`config.mk`:
```
export PLATFORM = sky130hd
export DESIGN_NAME = mfc_ctrl_flat
export DESIGN_NICKNAME = d
export VERILOG_FILES = /design/src/hw/rtl/mfc_pkg.sv /design/src/hw/rtl/mfc_if.sv /design/src/hw/rtl/mfc_ctrl.sv /design/src/flat_wrapper.sv
export SDC_FILE = /design/constraint.sdc
export NUM_CORES = 1
export LEC_CHECK = 0
export BUFFER_PORTS_ARGS = -buffer_cell sky130_fd_sc_hd__buf_2
export CAP_MARGIN = 20
export CORE_MARGIN = 3
export CORE_UTILIZATION = 52
export DETAILED_ROUTE_END_ITERATION = 10
export GPL_TIMING_DRIVEN = 0
export PLACE_DENSITY = 0.93
export SYNTH_ARGS = -nofsm -noshare
export SYNTH_HDL_FRONTEND = slang
export SYNTH_SLANG_ARGS = --single-unit
```
`constraint.sdc`:
```
create_clock -name clock -period 4.9 [get_ports clock]
set_input_delay 0.98 -clock clock [delete_from_list [all_inputs] [get_ports clock]]
set_output_delay 0.98 -clock clock [all_outputs]
set_load 0.005 [all_outputs]
```
`src/hw/rtl/mfc_pkg.sv`:
```
// Shared types and constants for the majority frequency check block.
`default_nettype none

package mfc_pkg;

   localparam int VALUE_W = 32;
   localparam int COUNT_W = 11;

   typedef enum logic [3:0] {
      ST_LOAD  = 4'b0001,
      ST_SCAN  = 4'b0010,
      ST_TALLY = 4'b0100,
      ST_DONE  = 4'b1000
   } state_type;

   typedef struct packed {
      logic [COUNT_W-1:0] max_count;
      logic               has_majority;
   } result_type;

endpackage

`default_nettype wire

```
`src/hw/rtl/mfc_if.sv`:
```
// Valid/ready channel interfaces for list elements and results.
`default_nettype none

interface mfc_req_if
   import mfc_pkg::*;
   ();
   logic                      valid;
   logic                      ready;
   logic signed [VALUE_W-1:0] value;
   logic                      is_final;

   modport source (output valid, output value, output is_final, input ready);
   modport sink (input valid, input value, input is_final, output ready);
endinterface


`default_nettype wire

```
`src/hw/rtl/mfc_ctrl.sv`:
```
// Load and counting sequencer: fills the store, then scans it pairwise.
`default_nettype none

module mfc_ctrl
   import mfc_pkg::*;
#(
   parameter int MAX_ITEMS = 1024,
   localparam int AW = $clog2(MAX_ITEMS),
   localparam int CW = $clog2(MAX_ITEMS + 1)
) (
   input  wire logic               clock,
   input  wire logic               reset,
   mfc_req_if.sink                 req_if,
   output logic                    res_valid,
   output result_type              res,
   input  wire logic               res_ready,
   output logic                    wr_en,
   output logic      [AW-1:0]      wr_addr,
   output logic      [VALUE_W-1:0] wr_data,
   output logic      [AW-1:0]      rd_a_addr,
   output logic      [AW-1:0]      rd_b_addr,
   input  wire logic [VALUE_W-1:0] rd_a_data,
   input  wire logic [VALUE_W-1:0] rd_b_data
);

   localparam logic [CW-1:0] FULL_COUNT = CW'(MAX_ITEMS);

   state_type     state_ff, state_in;
   logic [CW-1:0] count_ff, count_in;
   logic [CW-1:0] len_ff, len_in;
   logic [CW-1:0] i_ff, i_in;
   logic [CW-1:0] j_ff, j_in;
   logic [CW-1:0] hits_ff, hits_in;
   logic [CW-1:0] best_ff, best_in;
   logic          cmp_vld_ff, cmp_vld_in;

   logic          full;
   logic          eq;
   logic [CW-1:0] hits_sum;
   logic [CW-1:0] len_last;

   assign full     = (count_ff == FULL_COUNT);
   assign eq       = cmp_vld_ff && (rd_a_data == rd_b_data);
   assign hits_sum = hits_ff + CW'(eq);
   assign len_last = len_ff - CW'(1);

   assign req_if.ready = (state_ff == ST_LOAD);
   assign wr_addr      = count_ff[AW-1:0];
   assign wr_data      = req_if.value;
   assign rd_a_addr    = i_ff[AW-1:0];
   assign rd_b_addr    = j_ff[AW-1:0];

   assign res_valid        = (state_ff == ST_DONE);
   assign res.max_count    = COUNT_W'(best_ff);
   assign res.has_majority = (best_ff > (len_ff >> 1));

   always_comb begin
      state_in   = state_ff;
      count_in   = count_ff;
      len_in     = len_ff;
      i_in       = i_ff;
      j_in       = j_ff;
      hits_in    = hits_ff;
      best_in    = best_ff;
      cmp_vld_in = (state_ff == ST_SCAN);
      wr_en      = 1'b0;
      unique case (state_ff)
         ST_LOAD: begin
            if (req_if.valid) begin
               // elements past a full store are dropped
               wr_en = !full;
               if (!full) begin
                  count_in = count_ff + CW'(1);
               end
               if (req_if.is_final) begin
                  len_in   = full ? count_ff : count_ff + CW'(1);
                  count_in = '0;
                  i_in     = '0;
                  j_in     = '0;
                  hits_in  = '0;
                  best_in  = '0;
                  state_in = ST_SCAN;
               end
            end
         end
         ST_SCAN: begin
            j_in    = j_ff + CW'(1);
            hits_in = hits_sum;
            if (j_ff == len_last) begin
               state_in = ST_TALLY;
            end
         end
         ST_TALLY: begin
            // last compare of this target lands here
            if (hits_sum > best_ff) begin
               best_in = hits_sum;
            end
            hits_in = '0;
            j_in    = '0;
            if (i_ff == len_last) begin
               state_in = ST_DONE;
            end else begin
               i_in     = i_ff + CW'(1);
               state_in = ST_SCAN;
            end
         end
         ST_DONE: begin
            if (res_ready) begin
               state_in = ST_LOAD;
            end
         end
         default: begin
            state_in = ST_LOAD;
         end
      endcase
   end

   always_ff @(posedge clock) begin
      if (reset) begin
         state_ff   <= ST_LOAD;
         count_ff   <= '0;
         best_ff    <= '0;
         cmp_vld_ff <= 1'b0;
      end else begin
         state_ff   <= state_in;
         count_ff   <= count_in;
         best_ff    <= best_in;
         cmp_vld_ff <= cmp_vld_in;
      end
   end

   always_ff @(posedge clock) begin
      len_ff  <= len_in;
      i_ff    <= i_in;
      j_ff    <= j_in;
      hits_ff <= hits_in;
   end

   a_count_bound: assert property (@(posedge clock) disable iff (reset)
      count_ff <= FULL_COUNT)
      else $error("fill count beyond store depth");

   a_scan_in_range: assert property (@(posedge clock) disable iff (reset)
      (state_ff == ST_SCAN) |-> (i_ff < len_ff) && (j_ff < len_ff))
      else $error("scan address outside the list");

   a_tally_done: assert property (@(posedge clock) disable iff (reset)
      (state_ff == ST_TALLY) && (i_ff == len_last) |=> (state_ff == ST_DONE))
      else $error("pass did not finish after last target");

   a_best_bound: assert property (@(posedge clock) disable iff (reset)
      (state_ff == ST_DONE) |-> (best_ff <= len_ff) && (best_ff != '0))
      else $error("highest count out of range");

endmodule

`default_nettype wire

```
`src/flat_wrapper.sv`:
```
// flat-port wrapper written by rule: the top's interface ports become plain ports
module mfc_ctrl_flat import mfc_pkg::*;
#(
   parameter int MAX_ITEMS = 1024,
   localparam int AW = $clog2(MAX_ITEMS),
   localparam int CW = $clog2(MAX_ITEMS + 1)
)
  (clock, reset, res_valid, res, res_ready, wr_en, wr_addr, wr_data, rd_a_addr, rd_b_addr, rd_a_data, rd_b_data, req_if_valid, req_if_value, req_if_is_final, req_if_ready);
  mfc_req_if req_if_i ();
  input  wire logic clock;
  input  wire logic reset;
  output logic res_valid;
  output result_type res;
  input  wire logic res_ready;
  output logic wr_en;
  output logic      [AW-1:0] wr_addr;
  output logic      [VALUE_W-1:0] wr_data;
  output logic      [AW-1:0] rd_a_addr;
  output logic      [AW-1:0] rd_b_addr;
  input  wire logic [VALUE_W-1:0] rd_a_data;
  input  wire logic [VALUE_W-1:0] rd_b_data;
  input wire logic [$bits(req_if_i.valid)-1:0] req_if_valid;
  input wire logic [$bits(req_if_i.value)-1:0] req_if_value;
  input wire logic [$bits(req_if_i.is_final)-1:0] req_if_is_final;
  output wire logic [$bits(req_if_i.ready)-1:0] req_if_ready;
  assign req_if_i.valid = req_if_valid;
  assign req_if_i.value = req_if_value;
  assign req_if_i.is_final = req_if_is_final;
  assign req_if_ready = req_if_i.ready;
  mfc_ctrl #(.MAX_ITEMS(MAX_ITEMS)) u_core (.clock(clock), .reset(reset), .req_if(req_if_i), .res_valid(res_valid), .res(res), .res_ready(res_ready), .wr_en(wr_en), .wr_addr(wr_addr), .wr_data(wr_data), .rd_a_addr(rd_a_addr), .rd_b_addr(rd_b_addr), .rd_a_data(rd_a_data), .rd_b_data(rd_b_data));
endmodule
```
==> results.ini, run 1 <==
[floorplan]
placementRows = 36
core_area_mm2 = 0.00995
dieArea_mm2 = 0.0117
die-height_um = 108
start_util = 0.546
io-pin-count = 178
die_x_um = 108

[power_and_ir_drop]
ir_drop_uv = 196
power_density_mw_per_mm2 = 228
leakage_uw = 0.00285

[global_route]
grt_start_max_net_pins = 21
antenna_found_initial = 0
grt_pass1_wl_um = 22300
gr-total-overflow = 0
grt_pass1_vias = 4704
grtUsageTotal = 0.238

[timing]
skew_ns = 0.00864
rsz0062_at_grt = false
layout_min_cycle_time_ns = 4.55
setup_viol = 0
slew_headroom = 0.419
fmax_mhz = 220
hold_viol_final = 0
maxSlewViolCount = 0
period_share = 0.929
worst_pin_slew_ns = 0.865
timing.hold.ws_ns = 0.530

[finish]
layout-drive-gt1-share = 0.318
fill_cells = 809
diodes = 0
fin_area_mm2 = 0.00661
nets = 897
syn_to_final_growth_pct = 21.8
finalCoreUtilization = 0.664

[critical_path]
cp.arrival_ns = 4.79
cp-end-kind = flop
path_class = in -> reg
crit_path_start_kind = input port
crit_fanout = 10
required_ns = 5.13

[placed_design]
gp_congestion = 0.917
hpwlAfterDp_um = 10800
portBuffers = 145
dpl-instance-area_mm2 = 0.00634

[clock_network]
worstSkewPairLatency_ns = 0.37
cts_made_buffers = 9
cts_buffer_depth = 2
cts_tree = built
holdBufCountCts = 0
clk_pin_slew_ns = 0.08
h-tree-depth = 3
clock-sinks = 71
root_buffer = clkbuf_8

[synth]
synth_seq_area_share = 0.343
syn_nets = 739
ys_warn_count = 0
syn_avg_cell_area_um2 = 8.90
synth_edf_count = 44
synth_top_area_share = 0.243
synthMostInstantiatedCell = buf_4
yosysTopAreaCell = edfxtp_1
synth_seq_cells = 71
synth_cells = 610
synth.distinct_cells = 59
yosys-top-cells-count = 62 x buf_4, 61 x xnor2_1, 58 x nor2_1, 44 x edfxtp_1, 44 x inv_1
netlist_area_mm2 = 0.00543
synth_flop_cell = edfxtp_1
synthArstFlopShare = 0
synthTopCellsByArea = edfxtp_1 24%, dfxtp_1 10%, xnor2_1 9.8%, buf_4 8.6%, ha_1 6.5%

[drt]
drc_errors = 0
drt_iter0_markers = 307
route.detailed.wl_per_inst_um = 15.4
viasPerCell = 5.54
ant_nets = 0
dr.pass1.iters = 5
wirelength_um = 14000
num_vias = 5023

[worst_hold_path]
hp-class = reg -> reg

[job]
cap_viol_max_count = 0

[status]
outcome = complete, no violations

## where the power goes
part | leakage (µW) | total, µW | switching (µW) | internal, µW
combinational | 0.00209 | 257 | 127 | 130
sequential | 0.000635 | 681 | 26.4 | 655
clock | 0.000120 | 567 | 245 | 322
## worst max-delay path: stages
cell       delay (ns)
buf_2            0.10
xnor2_1          0.16
nand4_1          0.13
nor4_2           0.34
nand4_1          0.17
nor4_2           0.31
ha_2             0.24
ha_2             0.24
nand2_1          0.09
xor2_1           0.20
inv_1            0.11
ha_1             0.30
a21o_1           0.16
a21o_1           0.17
a21o_1           0.19
a2111oi_2        0.30
o31ai_1          0.19
buf_2            0.22
nand3_1          0.11
o31ai_1          0.07
## final cells by class
| type | count | area [µm²] | area share |
|---|---|---|---|
| Inverter | 44 | 165 | 0.0250 |
| Multi-Input combinational cell | 411 | 2870 | 0.434 |
| Tap cell | 133 | 166 | 0.0252 |
| Clock inverter | 5 | 86.3 | 0.0131 |
| Sequential cell | 71 | 1860 | 0.282 |
| Buffer | 84 | 563 | 0.0852 |
| Clock buffer | 11 | 153 | 0.0231 |
| Timing Repair Buffer | 147 | 748 | 0.113 |
## layout by cell type, fill, tap and decap left out, types with 12 or more instances in the layout
| cell type | netlist | final |
|---|---|---|
| edfxtp_1 | 44 | 44 |
| nand2_1 | 27 | 27 |
| inv_1 | 44 | 44 |
| and3_1 | 12 | 12 |
| a21oi_1 | 15 | 15 |
| o21ai_0 | 13 | 13 |
| clkbuf_1 | 16 | 16 |
| xor2_1 | 29 | 29 |
| nand4_1 | 20 | 20 |
| nor2_1 | 58 | 57 |
| buf_4 | 62 | 63 |
| nand3_1 | 24 | 24 |
| o31ai_1 | 14 | 14 |
| dfxtp_1 | 27 | 27 |
| ha_1 | 28 | 26 |
| buf_2 | 3 | 149 |
| xnor2_1 | 61 | 61 |
## what timing repair did
| action | 4_1_cts | 5_1_grt |
|---|---|---|
| resized for setup | 1 | 8 |
| hold endpoints to repair | 0 | 0 |
| setup endpoints to repair | 6 | 11 |
| buffers inserted | 0 | 1 |
| pin swaps | 0 | 1 |
## worst paths after layout
path | cells after the start | endpoint | slack [ns] | startpoint
max | 20 | u_core.best_ff[5] | 0.35 | rd_b_data[16]
min | 2 | u_core.best_ff[4] | 0.53 | u_core.best_ff[4]
max reg2reg | 16 | u_core.best_ff[5] | 1.45 | u_core.cmp_vld_ff
min reg2reg | 2 | u_core.best_ff[4] | 0.53 | u_core.best_ff[4]
## sequential cells by signal, summed over array words and instances (netlist names)
| signal | cells |
|---|---|
| u_core.count_ff | 11 |
| u_core.hits_ff | 11 |
| u_core.best_ff | 11 |
| u_core.i_ff | 11 |
| u_core.cmp_vld_ff | 1 |
| u_core.state_ff | 4 |
| u_core.len_ff | 11 |
| u_core.j_ff | 11 |
## logic make-up after synthesis
logic type | synth area share
simple gates | 0.203
buf+inv | 0.134
xor+xnor | 0.145
compound gates | 0.106
flops | 0.343
fa+ha+maj | 0.0645
mux | 0.00392
## metrics by stage
stage	setup slack (ns)	cells	TNS [ns]	total power, µW
after floorplan	0.496	610	0	850
after global placement	-0.256	888	-2.26	936
after detailed placement	-0.360	889	-3.40	946
after CTS	0.00355	905	0	1500
after global routing	0.0122	906	0	1560
final	0.346	906	0	1510
## layer usage
layer  track usage  vias to the layer above  part of all wire
met5             0                        -                 0
met4        0.0757                        0             0.018
met3        0.0448                       28             0.094
met2         0.411                      284              0.49
met1         0.300                     2305              0.40
li1              -                     2406                 -
Note: power is estimated with default switching activity, not from simulation.
==> inputs of run 2 (changes only) <==
--- a/config.mk
+++ b/config.mk
@@ -7,6 +7,7 @@
 export LEC_CHECK = 0
 export BUFFER_PORTS_ARGS = -buffer_cell sky130_fd_sc_hd__buf_2
 export CAP_MARGIN = 20
+export CORE_ASPECT_RATIO = 0.75
 export CORE_MARGIN = 3
 export CORE_UTILIZATION = 52
 export DETAILED_ROUTE_END_ITERATION = 10
==> run 2 against run 1 <==
Compared with the run above: register-to-register slack got worse by 0.05 ns; count of clock-buffer cells in the layout fell by 2; sequential power barely moved; maximum frequency fell by 0.79%; worst hold slack got worse by 0.00072 ns; utilization rose by 0.73 points; flip-flop and latch count did not move; sequential share of layout area fell by 0.24 points; critical path depth fell by 1; die area rose by 0.11%; power rose by 5.3%; clock power rose by 13%; critical endpoint is now u_core.best_ff[9].
==> results.ini, run 2 (same netlist as run 1, synthesis figures left out) <==
[critical_path]
critPathMaxStageDelay_ns = 0.38  ; was 0.34 ns
crit_fanout = 10  ; unchanged
r2r_slack_ns = 1.40  ; was 1.45 ns
path_cells = buf_2, xnor2_2, nand4_1, nor4_2, nand4_1, nor4_4, ha_2, ha_2, nand2_1, xor2_1, inv_1, ha_1, a21o_1, a21o_1, a21o_1, a2111oi_0, o31ai_1, buf_2, o31ai_1  ; was buf_2, xnor2_1, nand4_1, nor4_2, nand4_1, nor4_2, ha_2, ha_2, nand2_1, xor2_1, inv_1, ha_1, a21o_1, a21o_1, a21o_1, a2111oi_2, o31ai_1, buf_2, nand3_1, o31ai_1
crit_path_start_kind = input port  ; unchanged
required_ns = 5.15  ; was 5.13 ns
cp.arrival_ns = 4.84  ; was 4.79 ns
cp_slowest_cell = a2111oi_0  ; was nor4_2
cp-end-kind = flop  ; unchanged
path_common_cell = a21o_1  ; unchanged
crit_buf_inv = 3  ; unchanged
path_class = in -> reg  ; unchanged
crit_family = compound AO/OA/AOI/OAI gates  ; was simple AND/OR/NAND/NOR gates

[placed_design]
portBuffers = 145  ; unchanged
placed_cells = 888  ; was 889
dpl-instance-area_mm2 = 0.00634  ; about the same
hpwlAfterDp_um = 11200  ; was 10,800 µm
gp_congestion = 0.949  ; was 0.917

[clock_network]
worstSkewPairLatency_ns = 0.35  ; was 0.37 ns
cts_tree = built  ; unchanged
cts_buffer_depth = 2  ; unchanged
cts_made_buffers = 9  ; unchanged
clk_pin_slew_ns = 0.07  ; was 0.08 ns
h-tree-depth = 3  ; unchanged
holdBufCountCts = 0  ; unchanged
root_buffer = clkbuf_16  ; was clkbuf_8
clock-sinks = 71  ; unchanged

[timing]
setup_viol = 0  ; unchanged
period_share = 0.937  ; was 0.929
fmax_mhz = 218  ; was 220 MHz
skew_ns = 0.0125  ; was 0.00864 ns
rsz0062_at_grt = false  ; unchanged
slew_headroom = 0.498  ; was 0.419
maxSlewViolCount = 0  ; unchanged
layout_min_cycle_time_ns = 4.59  ; was 4.55 ns
hold_viol_final = 0  ; unchanged
worst_pin_slew_ns = 0.747  ; was 0.865 ns

[worst_hold_path]
hp-class = reg -> reg  ; unchanged

[drt]
wirelength_um = 14200  ; was 14,000 µm
wl_met1_um = 5790  ; was 5580 µm
wl_met2_um = 6770  ; was 6820 µm
drt_iter0_markers = 444  ; was 307
dr.pass1.iters = 7  ; was 5
route.detailed.wl_per_inst_um = 15.7  ; was 15.4 µm
met3_length_um = 1270  ; was 1310 µm
ant_nets = 0  ; unchanged
num_vias = 4968  ; was 5,023
drc_errors = 0  ; unchanged
viasPerCell = 5.49  ; was 5.54
top_layer = met4  ; unchanged

[global_route]
grt_start_max_net_pins = 18  ; was 21
grtUsageTotal = 0.246  ; was 0.238
grt_pass1_wl_um = 22500  ; was 22,300 µm
antenna_found_initial = 0  ; unchanged
grt_pass1_vias = 4671  ; was 4,704
gr-total-overflow = 0  ; unchanged

[floorplan]
dieArea_mm2 = 0.0117  ; about the same
io-pin-count = 178  ; unchanged
start_util = 0.547  ; was 0.546
die_x_um = 124  ; was 108 µm
core_area_mm2 = 0.00993  ; was 0.00995 mm²
placementRows = 31  ; was 36
die-height_um = 94.5  ; was 108 µm

[finish]
diodes = 0  ; unchanged
finalCoreUtilization = 0.671  ; was 0.664
syn_to_final_growth_pct = 22.8  ; was 21.8%
layout-drive-gt1-share = 0.320  ; was 0.318
final_common_cell = buf_2  ; unchanged
fin_area_mm2 = 0.00667  ; was 0.00661 mm²
final_cell_mix = 149 x buf_2, 63 x buf_4, 60 x xnor2_1, 57 x nor2_1  ; was 149 x buf_2, 63 x buf_4, 61 x xnor2_1, 57 x nor2_1
fin_cells = 905  ; was 906
nets = 897  ; unchanged

[power_and_ir_drop]
power_density_mw_per_mm2 = 238  ; was 228 mW/mm²
total_power_uw = 1590  ; was 1510 µW
leakage_uw = 0.00288  ; was 0.00285 µW
ir_drop_uv = 191  ; was 196 µV

[job]
cap_viol_max_count = 0  ; unchanged

[status]
outcome = complete, no violations  ; unchanged

## run 2: report_power, final
group          leakage, µW  switching [µW]  internal, µW  total [µW]
registers         0.000635            27.2           656         683
logic              0.00211             130           131         261
clock network     0.000135             288           353         641
## run 2: area by class of cell
type / count / area (µm²)
sequential: 71 / 1860
tap: 132 / 165
multi-input combinational: 411 / 2880
clock buffer: 9 / 225
timing repair buffer: 147 / 748
fill: 775 / 3260
buffer: 84 / 563
clock inverter: 7 / 61.3
inverter: 44 / 165
## run 2: path summary, 6_finish.rpt
check,endpoint,from,depth (start not counted)
min,u_core.best_ff[10],u_core.best_ff[10],2
max reg2reg,u_core.best_ff[9],u_core.cmp_vld_ff,15
min reg2reg,u_core.best_ff[10],u_core.best_ff[10],2
max,u_core.best_ff[9],rd_b_data[8],19
## run 2: repair_timing
action,in CTS,in global routing
setup endpoints to repair,10,11
pin swaps,0,2
hold endpoints to repair,0,0
gates resized for setup,3,6
buffers inserted,0,1
## run 2: worst reg2reg max path: stages, from the launching register on
cell	delay (ns)
dfxtp_1	0.32
nand4_1	0.13
nor4_4	0.33
ha_2	0.24
ha_2	0.24
nand2_1	0.08
xor2_1	0.18
inv_1	0.09
ha_1	0.29
a21o_1	0.16
a21o_1	0.17
a21o_1	0.18
a2111oi_0	0.38
o31ai_1	0.17
buf_2	0.21
o31ai_1	0.24
## run 2: metrics by stage
step | setup TNS (ns) | setup WS, ns | hold WS, ns
after floorplan | 0 | 0.496 | 0.497
after global placement | -3.24 | -0.338 | 0.507
after detailed placement | -4.82 | -0.504 | 0.519
after CTS | 0 | 0.00296 | 0.524
after global routing | 0 | 0.0126 | 0.551
final | 0 | 0.310 | 0.530
## run 2: per-layer routing
layer,up-vias,GRT usage
li1,2406,-
met1,2248,0.316
met2,281,0.408
met3,33,0.0509
met4,0,0.0939
met5,-,0
